--- src/design/rgbcs_pkg.sv ---
package rgbcs_pkg;

    localparam int RED_SHIFT   = 11;
    localparam int GREEN_SHIFT = 5;

    localparam logic [4:0] RED_MAX   = 5'h1F;
    localparam logic [5:0] GREEN_MAX = 6'h3F;
    localparam logic [4:0] BLUE_MAX  = 5'h1F;

    localparam logic [15:0] KEEP_NOT_RED   = 16'h07FF;
    localparam logic [15:0] KEEP_NOT_GREEN = 16'hF81F;
    localparam logic [15:0] KEEP_NOT_BLUE  = 16'hFFE0;

    // channel slots in the per-channel arrays
    localparam int CH_RED   = 0;
    localparam int CH_GREEN = 1;
    localparam int CH_BLUE  = 2;
    localparam int NUM_CH   = 3;

    // channel_mode codes
    localparam logic [1:0] MODE_RED   = 2'd0;
    localparam logic [1:0] MODE_GREEN = 2'd1;
    localparam logic [1:0] MODE_BLUE  = 2'd2;
    localparam logic [1:0] MODE_ALL   = 2'd3;

    // req_type codes
    localparam logic REQ_GATHER = 1'b0;
    localparam logic REQ_APPLY  = 1'b1;

    // configuration register indexes
    localparam logic [1:0] REG_CHANNEL_MODE = 2'd0;
    localparam logic [1:0] REG_RED_GAIN     = 2'd1;
    localparam logic [1:0] REG_GREEN_GAIN   = 2'd2;
    localparam logic [1:0] REG_BLUE_GAIN    = 2'd3;

    localparam int NUM_W = 14;
    localparam int DEN_W = 6;
    localparam int QUO_W = 7;

    typedef struct packed {
        logic [1:0] channel_mode;
        logic [7:0] red_gain;
        logic [7:0] green_gain;
        logic [7:0] blue_gain;
    } cfg_t;

    // one division job: gain*(c-low) over (high-low)
    typedef struct packed {
        logic [NUM_W-1:0] num;
        logic [DEN_W-1:0] den;
    } div_t;

    typedef struct packed {
        logic [15:0]         pixel;
        logic [NUM_CH-1:0]   sel;
        div_t [NUM_CH-1:0]   div;
    } entry_t;

endpackage

--- src/design/rgbcs_front.sv ---
module rgbcs_front (
    input  logic                 clk,
    input  logic                 rst_n,
    input  logic                 start,
    input  logic                 req_type,
    input  logic [15:0]          pixel_in,
    input  logic                 first,
    input  rgbcs_pkg::cfg_t      cfg,
    input  logic                 full,
    output logic                 busy,
    output logic                 push,
    output rgbcs_pkg::entry_t    push_data
);

    logic [4:0] red_low_reg,   red_low_next,   red_high_reg,   red_high_next;
    logic [5:0] green_low_reg, green_low_next, green_high_reg, green_high_next;
    logic [4:0] blue_low_reg,  blue_low_next,  blue_high_reg,  blue_high_next;

    logic       accept;
    logic [4:0] r;
    logic [5:0] g;
    logic [4:0] b;
    logic [4:0] r_lo_base, r_hi_base, b_lo_base, b_hi_base;
    logic [5:0] g_lo_base, g_hi_base;

    // empty or flat range, or value at/below low, give a zero quotient (num 0, den 1)
    function automatic rgbcs_pkg::div_t prep(input logic [5:0] c, input logic [5:0] lo,
                                             input logic [5:0] hi, input logic [7:0] gain);
        rgbcs_pkg::div_t d;
        logic [5:0]      diff;
        diff = c - lo;
        if (hi <= lo || c <= lo)
        begin
            d.num = '0;
            d.den = 6'd1;
        end
        else
        begin
            d.num = {6'b0, gain} * {8'b0, diff};
            d.den = hi - lo;
        end
        return d;
    endfunction

    assign busy   = full;
    assign accept = start && !full;
    assign push   = accept && (req_type == rgbcs_pkg::REQ_APPLY);

    assign r = pixel_in[15:11];
    assign g = pixel_in[10:5];
    assign b = pixel_in[4:0];

    always_comb
    begin
        r_lo_base = first ? rgbcs_pkg::RED_MAX   : red_low_reg;
        r_hi_base = first ? 5'd0                 : red_high_reg;
        g_lo_base = first ? rgbcs_pkg::GREEN_MAX : green_low_reg;
        g_hi_base = first ? 6'd0                 : green_high_reg;
        b_lo_base = first ? rgbcs_pkg::BLUE_MAX  : blue_low_reg;
        b_hi_base = first ? 5'd0                 : blue_high_reg;

        red_low_next    = red_low_reg;
        red_high_next   = red_high_reg;
        green_low_next  = green_low_reg;
        green_high_next = green_high_reg;
        blue_low_next   = blue_low_reg;
        blue_high_next  = blue_high_reg;

        if (accept && req_type == rgbcs_pkg::REQ_GATHER)
        begin
            red_low_next    = (r < r_lo_base) ? r : r_lo_base;
            red_high_next   = (r > r_hi_base) ? r : r_hi_base;
            green_low_next  = (g < g_lo_base) ? g : g_lo_base;
            green_high_next = (g > g_hi_base) ? g : g_hi_base;
            blue_low_next   = (b < b_lo_base) ? b : b_lo_base;
            blue_high_next  = (b > b_hi_base) ? b : b_hi_base;
        end
    end

    always_comb
    begin
        push_data.pixel = pixel_in;
        push_data.sel[rgbcs_pkg::CH_RED] =
            cfg.channel_mode inside {rgbcs_pkg::MODE_RED, rgbcs_pkg::MODE_ALL};
        push_data.sel[rgbcs_pkg::CH_GREEN] =
            cfg.channel_mode inside {rgbcs_pkg::MODE_GREEN, rgbcs_pkg::MODE_ALL};
        push_data.sel[rgbcs_pkg::CH_BLUE] =
            cfg.channel_mode inside {rgbcs_pkg::MODE_BLUE, rgbcs_pkg::MODE_ALL};
        push_data.div[rgbcs_pkg::CH_RED] =
            prep({1'b0, r}, {1'b0, red_low_reg}, {1'b0, red_high_reg}, cfg.red_gain);
        push_data.div[rgbcs_pkg::CH_GREEN] =
            prep(g, green_low_reg, green_high_reg, cfg.green_gain);
        push_data.div[rgbcs_pkg::CH_BLUE] =
            prep({1'b0, b}, {1'b0, blue_low_reg}, {1'b0, blue_high_reg}, cfg.blue_gain);
    end

    always_ff @(posedge clk or negedge rst_n)
    begin
        if (!rst_n)
        begin
            red_low_reg    <= rgbcs_pkg::RED_MAX;
            red_high_reg   <= 5'd0;
            green_low_reg  <= rgbcs_pkg::GREEN_MAX;
            green_high_reg <= 6'd0;
            blue_low_reg   <= rgbcs_pkg::BLUE_MAX;
            blue_high_reg  <= 5'd0;
        end
        else
        begin
            red_low_reg    <= red_low_next;
            red_high_reg   <= red_high_next;
            green_low_reg  <= green_low_next;
            green_high_reg <= green_high_next;
            blue_low_reg   <= blue_low_next;
            blue_high_reg  <= blue_high_next;
        end
    end

    // after any gather word the limits of every channel are ordered
    a_limits_ordered: assert property (@(posedge clk) disable iff (!rst_n)
        (accept && req_type == rgbcs_pkg::REQ_GATHER) |=>
            (red_low_reg <= red_high_reg && green_low_reg <= green_high_reg
             && blue_low_reg <= blue_high_reg))
        else $error("limits out of order after gather word");

endmodule

--- src/design/rgbcs_queue.sv ---
module rgbcs_queue #(
    parameter int DEPTH = 2
) (
    input  logic                 clk,
    input  logic                 rst_n,
    input  logic                 push,
    input  rgbcs_pkg::entry_t    push_data,
    input  logic                 pop,
    output rgbcs_pkg::entry_t    pop_data,
    output logic                 full,
    output logic                 empty
);

    localparam int PW = (DEPTH > 1) ? $clog2(DEPTH) : 1;
    localparam int CW = $clog2(DEPTH + 1);

    rgbcs_pkg::entry_t mem_reg [DEPTH];
    logic [PW-1:0]     wr_ptr_reg, wr_ptr_next;
    logic [PW-1:0]     rd_ptr_reg, rd_ptr_next;
    logic [CW-1:0]     count_reg,  count_next;

    assign full     = (count_reg == CW'(DEPTH));
    assign empty    = (count_reg == '0);
    assign pop_data = mem_reg[rd_ptr_reg];

    always_comb
    begin
        wr_ptr_next = wr_ptr_reg;
        rd_ptr_next = rd_ptr_reg;
        count_next  = count_reg;
        if (push)
        begin
            wr_ptr_next = (wr_ptr_reg == PW'(DEPTH - 1)) ? '0 : wr_ptr_reg + 1'b1;
        end
        if (pop)
        begin
            rd_ptr_next = (rd_ptr_reg == PW'(DEPTH - 1)) ? '0 : rd_ptr_reg + 1'b1;
        end
        if (push && !pop)
        begin
            count_next = count_reg + 1'b1;
        end
        else if (pop && !push)
        begin
            count_next = count_reg - 1'b1;
        end
    end

    always_ff @(posedge clk or negedge rst_n)
    begin
        if (!rst_n)
        begin
            wr_ptr_reg <= '0;
            rd_ptr_reg <= '0;
            count_reg  <= '0;
        end
        else
        begin
            wr_ptr_reg <= wr_ptr_next;
            rd_ptr_reg <= rd_ptr_next;
            count_reg  <= count_next;
        end
    end

    always_ff @(posedge clk)
    begin
        if (push)
        begin
            mem_reg[wr_ptr_reg] <= push_data;
        end
    end

    a_no_overflow: assert property (@(posedge clk) disable iff (!rst_n)
        (push && !pop) |-> !full)
        else $error("queue push while full");

    a_no_underflow: assert property (@(posedge clk) disable iff (!rst_n)
        pop |-> !empty)
        else $error("queue pop while empty");

endmodule

--- src/design/rgbcs_back.sv ---
module rgbcs_back (
    input  logic                 clk,
    input  logic                 rst_n,
    input  rgbcs_pkg::entry_t    head,
    input  logic                 empty,
    output logic                 pop,
    output logic                 done,
    output logic [15:0]          pixel_out
);

    typedef enum logic [2:0] {
        ST_IDLE = 3'b001,
        ST_DIV  = 3'b010,
        ST_FIN  = 3'b100
    } back_state_t;

    localparam int NW = rgbcs_pkg::NUM_W;
    localparam int DW = rgbcs_pkg::DEN_W;
    localparam int QW = rgbcs_pkg::QUO_W;
    localparam int NC = rgbcs_pkg::NUM_CH;

    back_state_t     state_reg, state_next;
    logic [2:0]      cnt_reg, cnt_next;
    logic            done_reg, done_next;
    logic [15:0]     pixel_out_reg, pixel_out_next;

    logic [15:0]     pix_reg,  pix_next;
    logic [NC-1:0]   sel_reg,  sel_next;
    logic [NC-1:0]   ovf_reg,  ovf_next;
    logic [NW-1:0]   rem_reg  [NC];
    logic [NW-1:0]   rem_next [NC];
    logic [DW-1:0]   den_reg  [NC];
    logic [DW-1:0]   den_next [NC];
    logic [QW-1:0]   q_reg    [NC];
    logic [QW-1:0]   q_next   [NC];

    logic [NW-1:0]   trial    [NC];
    logic [4:0]      red_v, blue_v;
    logic [5:0]      green_v;
    logic [15:0]     res;

    assign pop       = (state_reg == ST_IDLE || state_reg == ST_FIN) && !empty;
    assign done      = done_reg;
    assign pixel_out = pixel_out_reg;

    // saturate: overflow flag covers quotients of 128 and more
    always_comb
    begin
        red_v = (ovf_reg[rgbcs_pkg::CH_RED]
                 || q_reg[rgbcs_pkg::CH_RED] > {2'b0, rgbcs_pkg::RED_MAX})
                ? rgbcs_pkg::RED_MAX : q_reg[rgbcs_pkg::CH_RED][4:0];
        green_v = (ovf_reg[rgbcs_pkg::CH_GREEN]
                   || q_reg[rgbcs_pkg::CH_GREEN] > {1'b0, rgbcs_pkg::GREEN_MAX})
                  ? rgbcs_pkg::GREEN_MAX : q_reg[rgbcs_pkg::CH_GREEN][5:0];
        blue_v = (ovf_reg[rgbcs_pkg::CH_BLUE]
                  || q_reg[rgbcs_pkg::CH_BLUE] > {2'b0, rgbcs_pkg::BLUE_MAX})
                 ? rgbcs_pkg::BLUE_MAX : q_reg[rgbcs_pkg::CH_BLUE][4:0];

        res = pix_reg;
        if (sel_reg[rgbcs_pkg::CH_RED])
        begin
            res = {red_v, 11'b0} | (res & rgbcs_pkg::KEEP_NOT_RED);
        end
        if (sel_reg[rgbcs_pkg::CH_GREEN])
        begin
            res = {5'b0, green_v, 5'b0} | (res & rgbcs_pkg::KEEP_NOT_GREEN);
        end
        if (sel_reg[rgbcs_pkg::CH_BLUE])
        begin
            res = {11'b0, blue_v} | (res & rgbcs_pkg::KEEP_NOT_BLUE);
        end
    end

    always_comb
    begin
        state_next     = state_reg;
        cnt_next       = cnt_reg;
        done_next      = (state_reg == ST_FIN);
        pixel_out_next = pixel_out_reg;
        pix_next       = pix_reg;
        sel_next       = sel_reg;
        ovf_next       = ovf_reg;
        for (int i = 0; i < NC; i++)
        begin
            rem_next[i] = rem_reg[i];
            den_next[i] = den_reg[i];
            q_next[i]   = q_reg[i];
            trial[i]    = {{(NW-DW){1'b0}}, den_reg[i]} << cnt_reg;
        end

        if (state_reg == ST_FIN)
        begin
            pixel_out_next = res;
        end

        case (state_reg)
            ST_IDLE, ST_FIN:
            begin
                if (pop)
                begin
                    pix_next = head.pixel;
                    sel_next = head.sel;
                    for (int i = 0; i < NC; i++)
                    begin
                        rem_next[i] = head.div[i].num;
                        den_next[i] = head.div[i].den;
                        q_next[i]   = '0;
                        ovf_next[i] = head.div[i].num >= {1'b0, head.div[i].den, 7'b0};
                    end
                    cnt_next   = 3'(QW - 1);
                    state_next = ST_DIV;
                end
                else
                begin
                    state_next = ST_IDLE;
                end
            end
            ST_DIV:
            begin
                // one restoring step per cycle, quotient MSB first
                for (int i = 0; i < NC; i++)
                begin
                    if (rem_reg[i] >= trial[i])
                    begin
                        rem_next[i] = rem_reg[i] - trial[i];
                        q_next[i]   = {q_reg[i][QW-2:0], 1'b1};
                    end
                    else
                    begin
                        q_next[i]   = {q_reg[i][QW-2:0], 1'b0};
                    end
                end
                if (cnt_reg == 3'd0)
                begin
                    state_next = ST_FIN;
                end
                else
                begin
                    cnt_next = cnt_reg - 1'b1;
                end
            end
            default:
            begin
                state_next = ST_IDLE;
            end
        endcase
    end

    always_ff @(posedge clk or negedge rst_n)
    begin
        if (!rst_n)
        begin
            state_reg <= ST_IDLE;
            cnt_reg   <= '0;
            done_reg  <= 1'b0;
        end
        else
        begin
            state_reg <= state_next;
            cnt_reg   <= cnt_next;
            done_reg  <= done_next;
        end
    end

    always_ff @(posedge clk)
    begin
        pixel_out_reg <= pixel_out_next;
        pix_reg       <= pix_next;
        sel_reg       <= sel_next;
        ovf_reg       <= ovf_next;
        for (int i = 0; i < NC; i++)
        begin
            rem_reg[i] <= rem_next[i];
            den_reg[i] <= den_next[i];
            q_reg[i]   <= q_next[i];
        end
    end

    a_done_after_fin: assert property (@(posedge clk) disable iff (!rst_n)
        done_reg |-> $past(state_reg == ST_FIN))
        else $error("done without finished division");

    a_single_done: assert property (@(posedge clk) disable iff (!rst_n)
        done_reg |=> !done_reg)
        else $error("done held for more than one cycle");

    a_div_to_fin: assert property (@(posedge clk) disable iff (!rst_n)
        (state_reg == ST_DIV && cnt_reg == 3'd0) |=> state_reg == ST_FIN)
        else $error("divider did not finish after last step");

endmodule

--- src/design/rgb565_contrast_stretch.sv ---
// Min/max contrast stretch of RGB565 pixels. A gather word (req_type 0) updates the
// channel limits in the cycle it is accepted and gives no result. An apply word
// (req_type 1) is turned into three division jobs and queued (QUEUE_DEPTH entries);
// the back end runs one restoring divider step per cycle for each of the three
// channels in parallel, 7 quotient steps per word followed by an output state in
// which the next queued word is loaded. busy is high while the queue is full. done
// is high for a single cycle with each result word on pixel_out; the receiver
// cannot stall it. Configuration writes are always ready and take effect on words
// accepted afterwards.
module rgb565_contrast_stretch #(
    parameter int QUEUE_DEPTH = 2
) (
    input  logic        clk,
    input  logic        rst_n,
    input  logic        start,
    output logic        busy,
    input  logic        req_type,
    input  logic [15:0] pixel_in,
    input  logic        first,
    input  logic        cfg_valid,
    output logic        cfg_ready,
    input  logic [1:0]  cfg_index,
    input  logic [7:0]  cfg_data,
    output logic        done,
    output logic [15:0] pixel_out
);

    rgbcs_pkg::cfg_t   cfg_reg, cfg_next;
    rgbcs_pkg::entry_t push_data, head;
    logic              push, pop, full, empty;

    assign cfg_ready = 1'b1;

    always_comb
    begin
        cfg_next = cfg_reg;
        if (cfg_valid && cfg_ready)
        begin
            case (cfg_index)
                rgbcs_pkg::REG_CHANNEL_MODE: cfg_next.channel_mode = cfg_data[1:0];
                rgbcs_pkg::REG_RED_GAIN:     cfg_next.red_gain     = cfg_data;
                rgbcs_pkg::REG_GREEN_GAIN:   cfg_next.green_gain   = cfg_data;
                rgbcs_pkg::REG_BLUE_GAIN:    cfg_next.blue_gain    = cfg_data;
                default:                     cfg_next = cfg_reg;
            endcase
        end
    end

    always_ff @(posedge clk or negedge rst_n)
    begin
        if (!rst_n)
        begin
            cfg_reg.channel_mode <= rgbcs_pkg::MODE_ALL;
            cfg_reg.red_gain     <= 8'd31;
            cfg_reg.green_gain   <= 8'd63;
            cfg_reg.blue_gain    <= 8'd31;
        end
        else
        begin
            cfg_reg <= cfg_next;
        end
    end

    rgbcs_front u_front (
        .clk       (clk),
        .rst_n     (rst_n),
        .start     (start),
        .req_type  (req_type),
        .pixel_in  (pixel_in),
        .first     (first),
        .cfg       (cfg_reg),
        .full      (full),
        .busy      (busy),
        .push      (push),
        .push_data (push_data)
    );

    rgbcs_queue #(
        .DEPTH (QUEUE_DEPTH)
    ) u_queue (
        .clk       (clk),
        .rst_n     (rst_n),
        .push      (push),
        .push_data (push_data),
        .pop       (pop),
        .pop_data  (head),
        .full      (full),
        .empty     (empty)
    );

    rgbcs_back u_back (
        .clk       (clk),
        .rst_n     (rst_n),
        .head      (head),
        .empty     (empty),
        .pop       (pop),
        .done      (done),
        .pixel_out (pixel_out)
    );

endmodule

--- config.mk ---
export PLATFORM = sky130hd
export DESIGN_NAME = rgb565_contrast_stretch
export DESIGN_NICKNAME = d
export VERILOG_FILES = /design/src/design/rgbcs_pkg.sv /design/src/design/rgbcs_front.sv /design/src/design/rgbcs_queue.sv /design/src/design/rgbcs_back.sv /design/src/design/rgb565_contrast_stretch.sv
export SDC_FILE = /design/constraint.sdc
export NUM_CORES = 1
export LEC_CHECK = 0
export ABC_AREA = 1
export BUFFER_PORTS_ARGS = -buffer_cell sky130_fd_sc_hd__buf_4
export CORE_UTILIZATION = 45
export CTS_BUF_LIST = sky130_fd_sc_hd__clkbuf_4 sky130_fd_sc_hd__clkbuf_8
export CTS_CLUSTER_DIAMETER = 40
export DETAILED_ROUTE_END_ITERATION = 16
export MAX_ROUTING_LAYER = met4
export SYNTH_ARGS = -nofsm -noshare
export SYNTH_HDL_FRONTEND = slang
export SYNTH_HIERARCHICAL = 1
export SYNTH_SLANG_ARGS = --single-unit
--- constraint.sdc ---
create_clock -name clk -period 15.3 [get_ports clk]
set_input_delay 2.295 -clock clk [delete_from_list [all_inputs] [get_ports clk]]
set_output_delay 2.295 -clock clk [all_outputs]
set_load 0.02 [all_outputs]
==> impl_metrics.json, run 1 <==
{
  "ys.flop_type": "edfxtp_1",
  "period_share_pct": 41.1,
  "clock-root-buffer": "clkbuf_8",
  "fp.dieW_um": 237,
  "ys_seq_elements": 346,
  "relSlewSlack_pct": 23.9,
  "cts_tree": "built",
  "setup_violations": 0,
  "ys_seq_area_share_pct": 40.4,
  "startpoint_type": "input port",
  "rrSetupSlack_ns": 10.39,
  "gr-total-overflow": 0,
  "cts_resized": 0,
  "synth.top_cells.by_area": "edfxtp_1, nand2_1, ha_1",
  "clock_path_buffers": 3,
  "first_pass_iters": 6,
  "startpoint": "pixel_in[5]",
  "cts_made_buffers": 72,
  "first_iter_violations": 1543,
  "grt_pass1_vias": 18100,
  "clk_pin_slew_ns": 0.06,
  "grt_max_degree": 70,
  "rows": 85,
  "worstSetupEndpoint": "u_queue/mem_reg[1][39]$_DFFE_PP_",
  "port_buffers": 49,
  "netlist.area_leader.share_pct": 33.3,
  "ys_types": 52,
  "die_area_um2": 56400,
  "finalSetupTns_ns": 0,
  "ioPinCount": 51,
  "ys.warnings.count": 6,
  "tightest_slew_ns": 1.14,
  "status": "finished clean",
  "route.detailed.drc": 0,
  "wire_per_inst_um": 15.5,
  "post-place-ws_ns": 8.39,
  "antenna_found_initial": 1,
  "fp.dieH_um": 237,
  "finalHoldViolCount": 0,
  "final.setup.worst_slack_ns": 9.01,
  "hold_buffers": 0,
  "areaGrowthSynthToFinish_pct": 9.43,
  "worstPathMaxFanout": 7,
  "reg2reg_to": "u_queue/mem_reg[1][55]$_DFFE_PP_",
  "worst-r2r-cell-count": 18,
  "final_util_pct": 50.2,
  "crit_path_end_kind": "register",
  "vias_per_cell": 5.03,
  "htree_num_levels": 3,
  "hpwl_um": 44500,
  "gp_congestion": 0.897,
  "drive_above_1_share_pct": 12.0,
  "clock_latency_ns": 0.62,
  "final_nets": 3223,
  "grtUsageTotal_pct": 21.3,
  "fp.coreArea_um2": 54300,
  "fmaxAchievable_mhz": 159,
  "worstPathArrival_ns": 6.62,
  "synth-edff-count": 277,
  "finalCriticalPeriod_ns": 6.29,
  "start_util_pct": 45.9,
  "hp-class": "reg -> reg",
  "clock-sinks": 346,
  "syn_area_um2": 25000,
  "required_ns": 15.63,
  "syn-num-nets": 3166,
  "slew_viol_final": 0,
  "rsz0062_at_grt": "no",
  "reg2reg_from": "u_front/blue_low_reg[0]$_DFFE_PN1P_",
  "synth_area_leader_cell": "edfxtp_1",
  "vias": 18700,
  "grt_pass1_wl_um": 92800,
  "max-cap-violations": 0,
  "critPathKind": "in -> reg",
  "largest_reg_flops": 158,
  "cts_setup_buffers": 0,
  "postSynthCellCount": 2858,
  "wirelength_um": 57400,
  "skew_ns": 0.0337,
  "ys_async_sr_fraction_pct": 19.9,
  "route.antenna.remaining_nets": 0,
  "syn_area_per_cell_um2": 8.73
}
==> critical path, cell delays in order <==
cell     delay, ns
buf_4         0.12
inv_1         0.17
ha_1          0.19
inv_1         0.07
fa_1          0.42
nand3_1       0.11
nand2_1       0.06
xor2_1        0.47
nor2_1        0.14
fa_1          0.50
fa_1          0.49
inv_1         0.05
fa_1          0.48
inv_1         0.04
ha_1          0.34
nand2_1       0.11
nor2_1        0.16
nand3_1       0.11
nand3_1       0.09
nand2_1       0.05
nand2_1       0.07
nor2_1        0.06
==> cell usage in the layout, fill, tap and decap left out, types with 6 or more instances in the layout <==
cell,n
clkinv_1,11
ha_1,192
bufinv_16,6
clkbuf_4,14
dfstp_2,35
or2_2,11
clkinvlp_4,10
nand3_1,185
a21oi_1,64
xor2_1,18
o21ai_0,61
nor3_1,14
nor2_4,13
o21ai_1,7
nand2_1,824
xnor2_1,26
fa_1,84
clkbuf_8,76
inv_1,449
a31oi_1,13
clkinv_2,9
nand4_1,61
a21o_1,6
nor2_1,255
nor2_2,20
dfrtp_1,33
buf_4,59
edfxtp_1,277
mux2_4,79
nand3b_1,8
==> synthesized netlist by cell type, types with 12 or more instances <==
library cell	count
nor3_1	14
nand4_1	61
ha_1	192
clkbuf_1	22
buf_4	27
inv_1	451
nor2_4	12
nand2_1	824
dfrtp_1	34
nor2_1	256
nand3_1	185
mux2_4	79
a31oi_1	13
dfstp_2	35
xor2_1	18
a21oi_1	64
buf_2	12
o21ai_0	61
nor2_2	20
edfxtp_1	277
xnor2_1	26
fa_1	84
==> stage by stage <==
step / std cells / hold slack, ns / area, um^2
floorplan: 2858 / 0.449 / 25000
global placement: 3580 / 0.463 / 25800
detailed placement: 3580 / 0.467 / 25800
CTS: 3708 / 0.477 / 27300
global route: 3709 / 0.487 / 27300
finish: 3709 / 0.478 / 27300
==> how the worst min path moves through the flow <==
stage                                                  endpoint                             startpoint  depth (start not counted)
after floorplan            u_front/blue_high_reg[0]$_DFFE_PN0P_   u_front/blue_high_reg[0]$_DFFE_PN0P_                          2
final                      u_front/green_low_reg[3]$_DFFE_PN1P_   u_front/green_low_reg[3]$_DFFE_PN1P_                          2
after global routing       u_front/green_low_reg[1]$_DFFE_PN1P_   u_front/green_low_reg[1]$_DFFE_PN1P_                          2
after global placement      u_front/red_high_reg[0]$_DFFE_PN0P_    u_front/red_high_reg[0]$_DFFE_PN0P_                          2
after CTS                  u_front/green_low_reg[1]$_DFFE_PN1P_   u_front/green_low_reg[1]$_DFFE_PN1P_                          2
after detailed placement  u_front/green_high_reg[0]$_DFFE_PN0P_  u_front/green_high_reg[0]$_DFFE_PN0P_                          2
==> kinds of logic (layout without fill, tap and decap cells) <==
logic type                 after synthesis  after routing  share of synthesized area, %
and+or+nand+nor                       1413           1413                          24.1
buffers and inverters                  534            645                          9.23
DFF                                    346            346                          40.4
adders and majority gates              276            276                          16.4
AOI/OAI and AO/OA                      164            164                          3.56
muxes                                   80             80                          4.79
xor gates and xnor gates                44             44                          1.54
other                                    1              2                        0.0150
==> layout make-up <==
cell class                      count  area, um^2
Multi-Input combinational cell   1978       12600
Inverter                          458        1720
Clock inverter                     38         390
Tap cell                          739         925
Timing Repair Buffer               59         443
Clock buffer                       90        1150
Antenna cell                        1        2.50
Fill cell                        5150       27000
Sequential cell                   346       10100
==> layer usage <==
metal	wire [um]	global-route usage (%)	vias to the layer above
met3	3400	3.52	79
li1	-	-	9353
met4	973	5.61	0
met5	0	-	-
met1	28100	29.9	8736
met2	24900	31.8	499
Power of run 1 is left out: the tool's default activity adds up to more than one toggle a clock period on the data nets, which glitch-free logic cannot reach.
==> run 2: changes to the inputs <==
ABC_AREA = 0   (was 1)
clock period = 5.38 ns   (was 15.3 ns; I/O delays follow)
==> run 2 against run 1 <==
  * Final area shrank 1.4%
  * Register-to-register slack worse by 10 ns
  * Setup slack lost 8.7 ns
  * Critical path depth is 4 lower
  * Non-clock buffer count rose by 96
==> impl_metrics.json, run 2 <==
{
  "crit_path_end_kind": "register",
  "fmaxAchievable_mhz": 196,
  "period_share_pct": 94.6,
  "final_common_cell": "edfxtp_1",
  "ys_seq_elements": 346,
  "cts_setup_buffers": 0,
  "finalSetupTns_ns": 0,
  "clock-sinks": 346,
  "startpoint_type": "register",
  "fp.coreArea_um2": 51800,
  "drive_above_1_share_pct": 19.0,
  "first_pass_iters": 5,
  "fp.dieH_um": 232,
  "grt.met3_usage_pct": 3.18,
  "start_util_pct": 46.0,
  "synthXorXnorAreaFrac_pct": 1.84,
  "wire_per_inst_um": 17.8,
  "clock_path_buffers": 3,
  "max-cap-violations": 0,
  "syn-num-nets": 2457,
  "largest_reg_flops": 158,
  "skew_ns": 0.0300,
  "route.detailed.drc": 0,
  "slew_viol_final": 0,
  "final_nets": 2599,
  "synth_area_leader_cell": "edfxtp_1",
  "clk_pin_slew_ns": 0.06,
  "grt_use_met2_pct": 30.8,
  "ys.flop_type": "edfxtp_1",
  "wirelength_um": 53900,
  "ioPinCount": 51,
  "ys.warnings.count": 6,
  "die_area_um2": 53900,
  "areaGrowthSynthToFinish_pct": 13.0,
  "postSynthCellCount": 2149,
  "fp.dieW_um": 232,
  "tightest_slew_ns": 1.22,
  "cts_tree": "built",
  "grt_pass1_vias": 16100,
  "synth.top_cells.by_area": "edfxtp_1, ha_1, fa_1",
  "vias": 16400,
  "status": "finished clean",
  "clock_latency_ns": 0.65,
  "setup_violations": 0,
  "ys_types": 82,
  "route.antenna.remaining_nets": 0,
  "syn_area_per_cell_um2": 11.1,
  "worstPathMaxFanout": 7,
  "syn_area_um2": 23800,
  "gr-usage-met1_pct": 29.7,
  "final_cell_mix": "edfxtp_1, inv_1, ha_1",
  "clock-root-buffer": "clkbuf_8",
  "hp-class": "in -> reg",
  "first_iter_violations": 961,
  "antenna_found_initial": 1,
  "relSlewSlack_pct": 18.7,
  "ys_seq_area_share_pct": 42.3,
  "finalCriticalPeriod_ns": 5.09,
  "synth-simple-area-share_pct": 13.9,
  "hpwl_um": 40900,
  "cts_made_buffers": 68,
  "netlist.area_leader.share_pct": 34.9,
  "synth-compound-area-share_pct": 11.2,
  "synth-edff-count": 277,
  "rsz0062_at_grt": "no",
  "synth_mux_area_share_pct": 8.15,
  "fillers": 4500,
  "gr-total-overflow": 0,
  "synth_top_family_by_area": "adder cells",
  "grtUsageTotal_pct": 21.0,
  "rows": 83,
  "ys_async_sr_fraction_pct": 19.9,
  "port_buffers": 49,
  "vias_per_cell": 5.43,
  "required_ns": 5.80,
  "htree_num_levels": 3,
  "grt_pass1_wl_um": 86700,
  "busiest_layer": "met2",
  "worstPathArrival_ns": 5.51,
  "synth_commonest_cells": "edfxtp_1, inv_1, ha_1",
  "synthAdderAreaFrac_pct": 17.1,
  "critPathKind": "reg -> reg",
  "grt_max_degree": 80,
  "gp_congestion": 0.918,
  "yosysMostFrequentCell": "edfxtp_1",
  "finalHoldViolCount": 0
}
==> run 2: changes by cell type after synthesis, sizes merged, moves of 45 or more <==
cell   delta
and2     +88
nand3   -149
nand4    -45
nor2    -158
inv     -247
nand2   -665
==> run 2: worst max-delay path, stage by stage, from the launching register on <==
cell	delay (ns)
dfstp_2	0.54
inv_1	0.12
ha_1	0.31
nor2b_1	0.13
o21a_1	0.19
o21a_1	0.19
buf_4	0.16
nor2_1	0.16
nand2_1	0.10
fa_1	0.60
fa_1	0.44
fa_1	0.49
inv_1	0.04
ha_1	0.27
nor2b_1	0.15
o31a_1	0.26
o21a_1	0.23
o21a_1	0.18
a311oi_1	0.32
==> run 2: timing repair <==
action	in CTS	in global routing
gates resized for setup	0	11
hold buffers	1	0
setup endpoints to repair	0	19
endpoints found under the hold margin	6	0
==> run 2: layout make-up <==
type	count	area (um^2)	share of cell area (%)
antenna	2	5.00	0.0186
clock inverter	33	394	1.46
multi-input combinational	1512	12500	46.5
inverter	208	781	2.90
timing repair buffer	155	1170	4.33
clock buffer	89	1130	4.20
tap	680	851	3.16
sequential	346	10100	37.5
==> run 2: final timing paths <==
check | start | end | slack, ns | depth (start not counted)
worst max-delay path | u_front/green_low_reg[1]$_DFFE_PN1P_ | u_queue/mem_reg[1][37]$_DFFE_PP_ | 0.29 | 18
max in group asynchronous | rst_n | cfg_reg[22]$_DFFE_PN0P_ | 3.73 | 3
worst max register to register | u_front/green_low_reg[1]$_DFFE_PN1P_ | u_queue/mem_reg[1][37]$_DFFE_PP_ | 0.29 | 18
worst min register to register | u_queue/count_reg[1]$_DFFE_PN0P_ | u_queue/count_reg[1]$_DFFE_PN0P_ | 0.50 | 1
worst min-delay path | pixel_in[12] | u_front/red_low_reg[1]$_DFFE_PN1P_ | 0.46 | 3
min in group asynchronous | rst_n | u_back/cnt_reg[1]$_DFFE_PN0P_ | 0.53 | 2
==> run 2: cells by family (layout without fill, tap and decap cells) <==
family | after synthesis | after routing
AO/OA/AOI/OAI | 394 | 394
XOR/XNOR | 50 | 50
adder cells (fa/ha/maj) | 276 | 276
buffers and inverters | 291 | 485
flip-flops | 346 | 346
multiplexers | 150 | 150
other | 1 | 3
AND/OR/NAND/NOR | 641 | 641
==> run 2: metal layers <==
| layer | routed length, um | vias to the layer above |
|---|---|---|
| met1 | 26700 | 7969 |
| met4 | 1190 | 0 |
| li1 | - | 7994 |
| met2 | 23600 | 360 |
| met5 | 0 | - |
| met3 | 2440 | 90 |
==> run 2: through the flow <==
step | std cells | util (%) | hold WS, ns | worst slack [ns] | cell area [um^2]
2_1_floorplan | 2149 | - | 0.455 | 0.183 | 23800
6_report | 3025 | 52.0 | 0.456 | 0.288 | 26900
4_1_cts | 3023 | 51.9 | 0.394 | 0.186 | 26900
3_3_place_gp | 2900 | 48.9 | 0.471 | -0.0655 | 25300
5_1_grt | 3024 | 52.0 | 0.426 | 0.00741 | 26900
3_5_place_dp | 2900 | 48.9 | 0.482 | -0.225 | 25300
Power of run 2 is left out for the same reason.
==> run 3: changes to the inputs <==
CORE_UTILIZATION = 51   (was 45)
PLACE_DENSITY = 0.7   (was default)
==> run 3 against run 2 <==
  * Final area fell by 0.89%
  * Critical path depth fell by 1
  * Sequential share of layout area rose by 0.34 points
  * Via count rose by 1.7%
  * Clock skew rose by 0.0022 ns
  * Core utilization rose by 6.3 points
  * Die area fell by 12%
  * Flip-flop and latch count did not move
  * Final cell count fell by 3.0%
  * Setup slack got worse by 0.11 ns
  * Largest cell class unchanged
  * Global-route usage rose by 3.2 points
  * Critical endpoint is now u_queue/mem_reg[1][39]$_DFFE_PP_
  * Register-to-register slack got worse by 0.11 ns
==> impl_metrics.json, run 3 (synthesis results as in run 2) <==
{
  "status": "finished clean",
  "htree_num_levels": 3,
  "startpoint_type": "register",
  "setup_violations": 0,
  "cp_slowest_stage_delay_ns": 0.55,
  "startpoint": "u_front/green_low_reg[1]$_DFFE_PN1P_",
  "cp_slowest_cell": "dfstp_2",
  "worstPathArrival_ns": 5.54,
  "crit_chain": "inv_1, ha_1, nor2b_1, o21a_1, o21ai_1, a211oi_1, a311oi_1, fa_1, fa_1, fa_1, inv_1, ha_1, nor2b_1, o31a_1, o21a_2, nor4_4, nor4b_4",
  "rows": 78,
  "port_buffers": 49,
  "hpwl_um": 41500,
  "rsz0062_at_grt": "no",
  "worstPathMaxFanout": 5,
  "vias_per_cell": 5.69,
  "largest_reg_flops": 158,
  "design_area_um2": 26700,
  "grt_pass1_wl_um": 88200,
  "die_area_um2": 47600,
  "areaGrowthSynthToFinish_pct": 12.0,
  "final_nets": 2587,
  "route.antenna.remaining_nets": 0,
  "period_share_pct": 96.6,
  "fmaxAchievable_mhz": 192,
  "finalCriticalPeriod_ns": 5.20,
  "antenna_found_initial": 1,
  "grt_max_degree": 80,
  "first_iter_violations": 1218,
  "cts_tree": "built",
  "fp.dieH_um": 218,
  "route.detailed.drc": 0,
  "cpMostUsedCell": "fa_1",
  "placed_area_um2": 25200,
  "clock_path_buffers": 3,
  "drive_above_1_share_pct": 18.7,
  "worst-r2r-cell-count": 17,
  "wirelength_um": 54700,
  "start_util_pct": 52.1,
  "max-cap-violations": 0,
  "gp_congestion": 0.905,
  "fp.coreArea_um2": 45800,
  "vias": 16700,
  "clk_pin_slew_ns": 0.06,
  "critPathKind": "reg -> reg",
  "clock_latency_ns": 0.64,
  "reg2reg_to": "u_queue/mem_reg[1][39]$_DFFE_PP_",
  "clock-root-buffer": "clkbuf_8",
  "crit_path_end_kind": "register",
  "skew_ns": 0.0322,
  "fp.dieW_um": 218,
  "final_common_cell": "edfxtp_1",
  "finalSetupTns_ns": 0,
  "hp-class": "in -> reg",
  "reg2reg_from": "u_front/green_low_reg[1]$_DFFE_PN1P_",
  "gr-total-overflow": 0,
  "worstSetupEndpoint": "u_queue/mem_reg[1][39]$_DFFE_PP_",
  "fillers": 3719,
  "rrSetupSlack_ns": 0.18,
  "required_ns": 5.72,
  "finalHoldViolCount": 0,
  "grt_pass1_vias": 16600,
  "first_pass_iters": 5,
  "tightest_slew_ns": 1.04,
  "ioPinCount": 51,
  "relSlewSlack_pct": 30.9,
  "final_cell_mix": "edfxtp_1, inv_1, ha_1",
  "slew_viol_final": 0,
  "cts_made_buffers": 67,
  "wire_per_inst_um": 18.6,
  "clock-sinks": 346,
  "grtUsageTotal_pct": 24.3
}
run 3: metrics by stage:
| step | hold slack [ns] | worst slack, ns | util (%) | instances |
|---|---|---|---|---|
| after floorplan | 0.455 | 0.183 | - | 2149 |
| after global placement | 0.474 | -0.117 | 55.0 | 2809 |
| after detailed placement | 0.483 | -0.250 | 55.0 | 2809 |
| after CTS | 0.412 | 0.00825 | 58.2 | 2932 |
| after global routing | 0.425 | 0.00982 | 58.3 | 2932 |
| final | 0.457 | 0.182 | 58.3 | 2934 |
run 3: layer usage:
layer  global-route usage [%]  vias up  share of wire, %
met1                     33.4     8209                48
met3                     3.34       81               4.3
li1                         -     7973                 -
met5                        -        -                 0
met2                     37.0      425                46
met4                     7.81        0               2.3
run 3: critical path, delay by kind of cell, from the launching register on:
family	cells	cell delay (ns)
adder cells (fa/ha/maj)	5	2.05
buffers and inverters	2	0.17
AND/OR/NAND/NOR	4	0.71
AO/OA/AOI/OAI	6	1.43
flip-flops	1	0.55
run 3: layout make-up:
cell class                      count  area, um^2  area share [%]
Multi-Input combinational cell   1512       12500            46.9
Sequential cell                   346       10100            37.8
Clock buffer                       90        1130            4.22
Timing Repair Buffer              144        1100            4.11
Inverter                          208         781            2.92
Tap cell                          600         751            2.81
Clock inverter                     32         312            1.17
Antenna cell                        2        5.00          0.0187
run 3: worst min path at each step:
stage | startpoint | to | slack [ns] | cells past startpoint
3_5_place_dp | u_front/red_high_reg[0]$_DFFE_PN0P_ | u_front/red_high_reg[0]$_DFFE_PN0P_ | 0.48 | 1
2_1_floorplan | u_queue/wr_ptr_reg$_DFFE_PN0P_ | u_queue/wr_ptr_reg$_DFFE_PN0P_ | 0.46 | 1
3_3_place_gp | u_queue/count_reg[1]$_DFFE_PN0P_ | u_queue/count_reg[1]$_DFFE_PN0P_ | 0.47 | 1
4_1_cts | pixel_in[2] | u_queue/mem_reg[1][65]$_DFFE_PP_ | 0.41 | 1
6_report | pixel_in[4] | u_queue/mem_reg[1][67]$_DFFE_PP_ | 0.46 | 1
5_1_grt | pixel_in[2] | u_queue/mem_reg[1][65]$_DFFE_PP_ | 0.42 | 1
run 3: repair_timing:
action                                  CTS  global route
endpoints found under the setup margin    2            16
hold endpoints to repair                  6             0
resized for setup                         1            13
hold buffers                              1             0
setup buffers                             0             0
Power of run 3 is left out for the same reason.
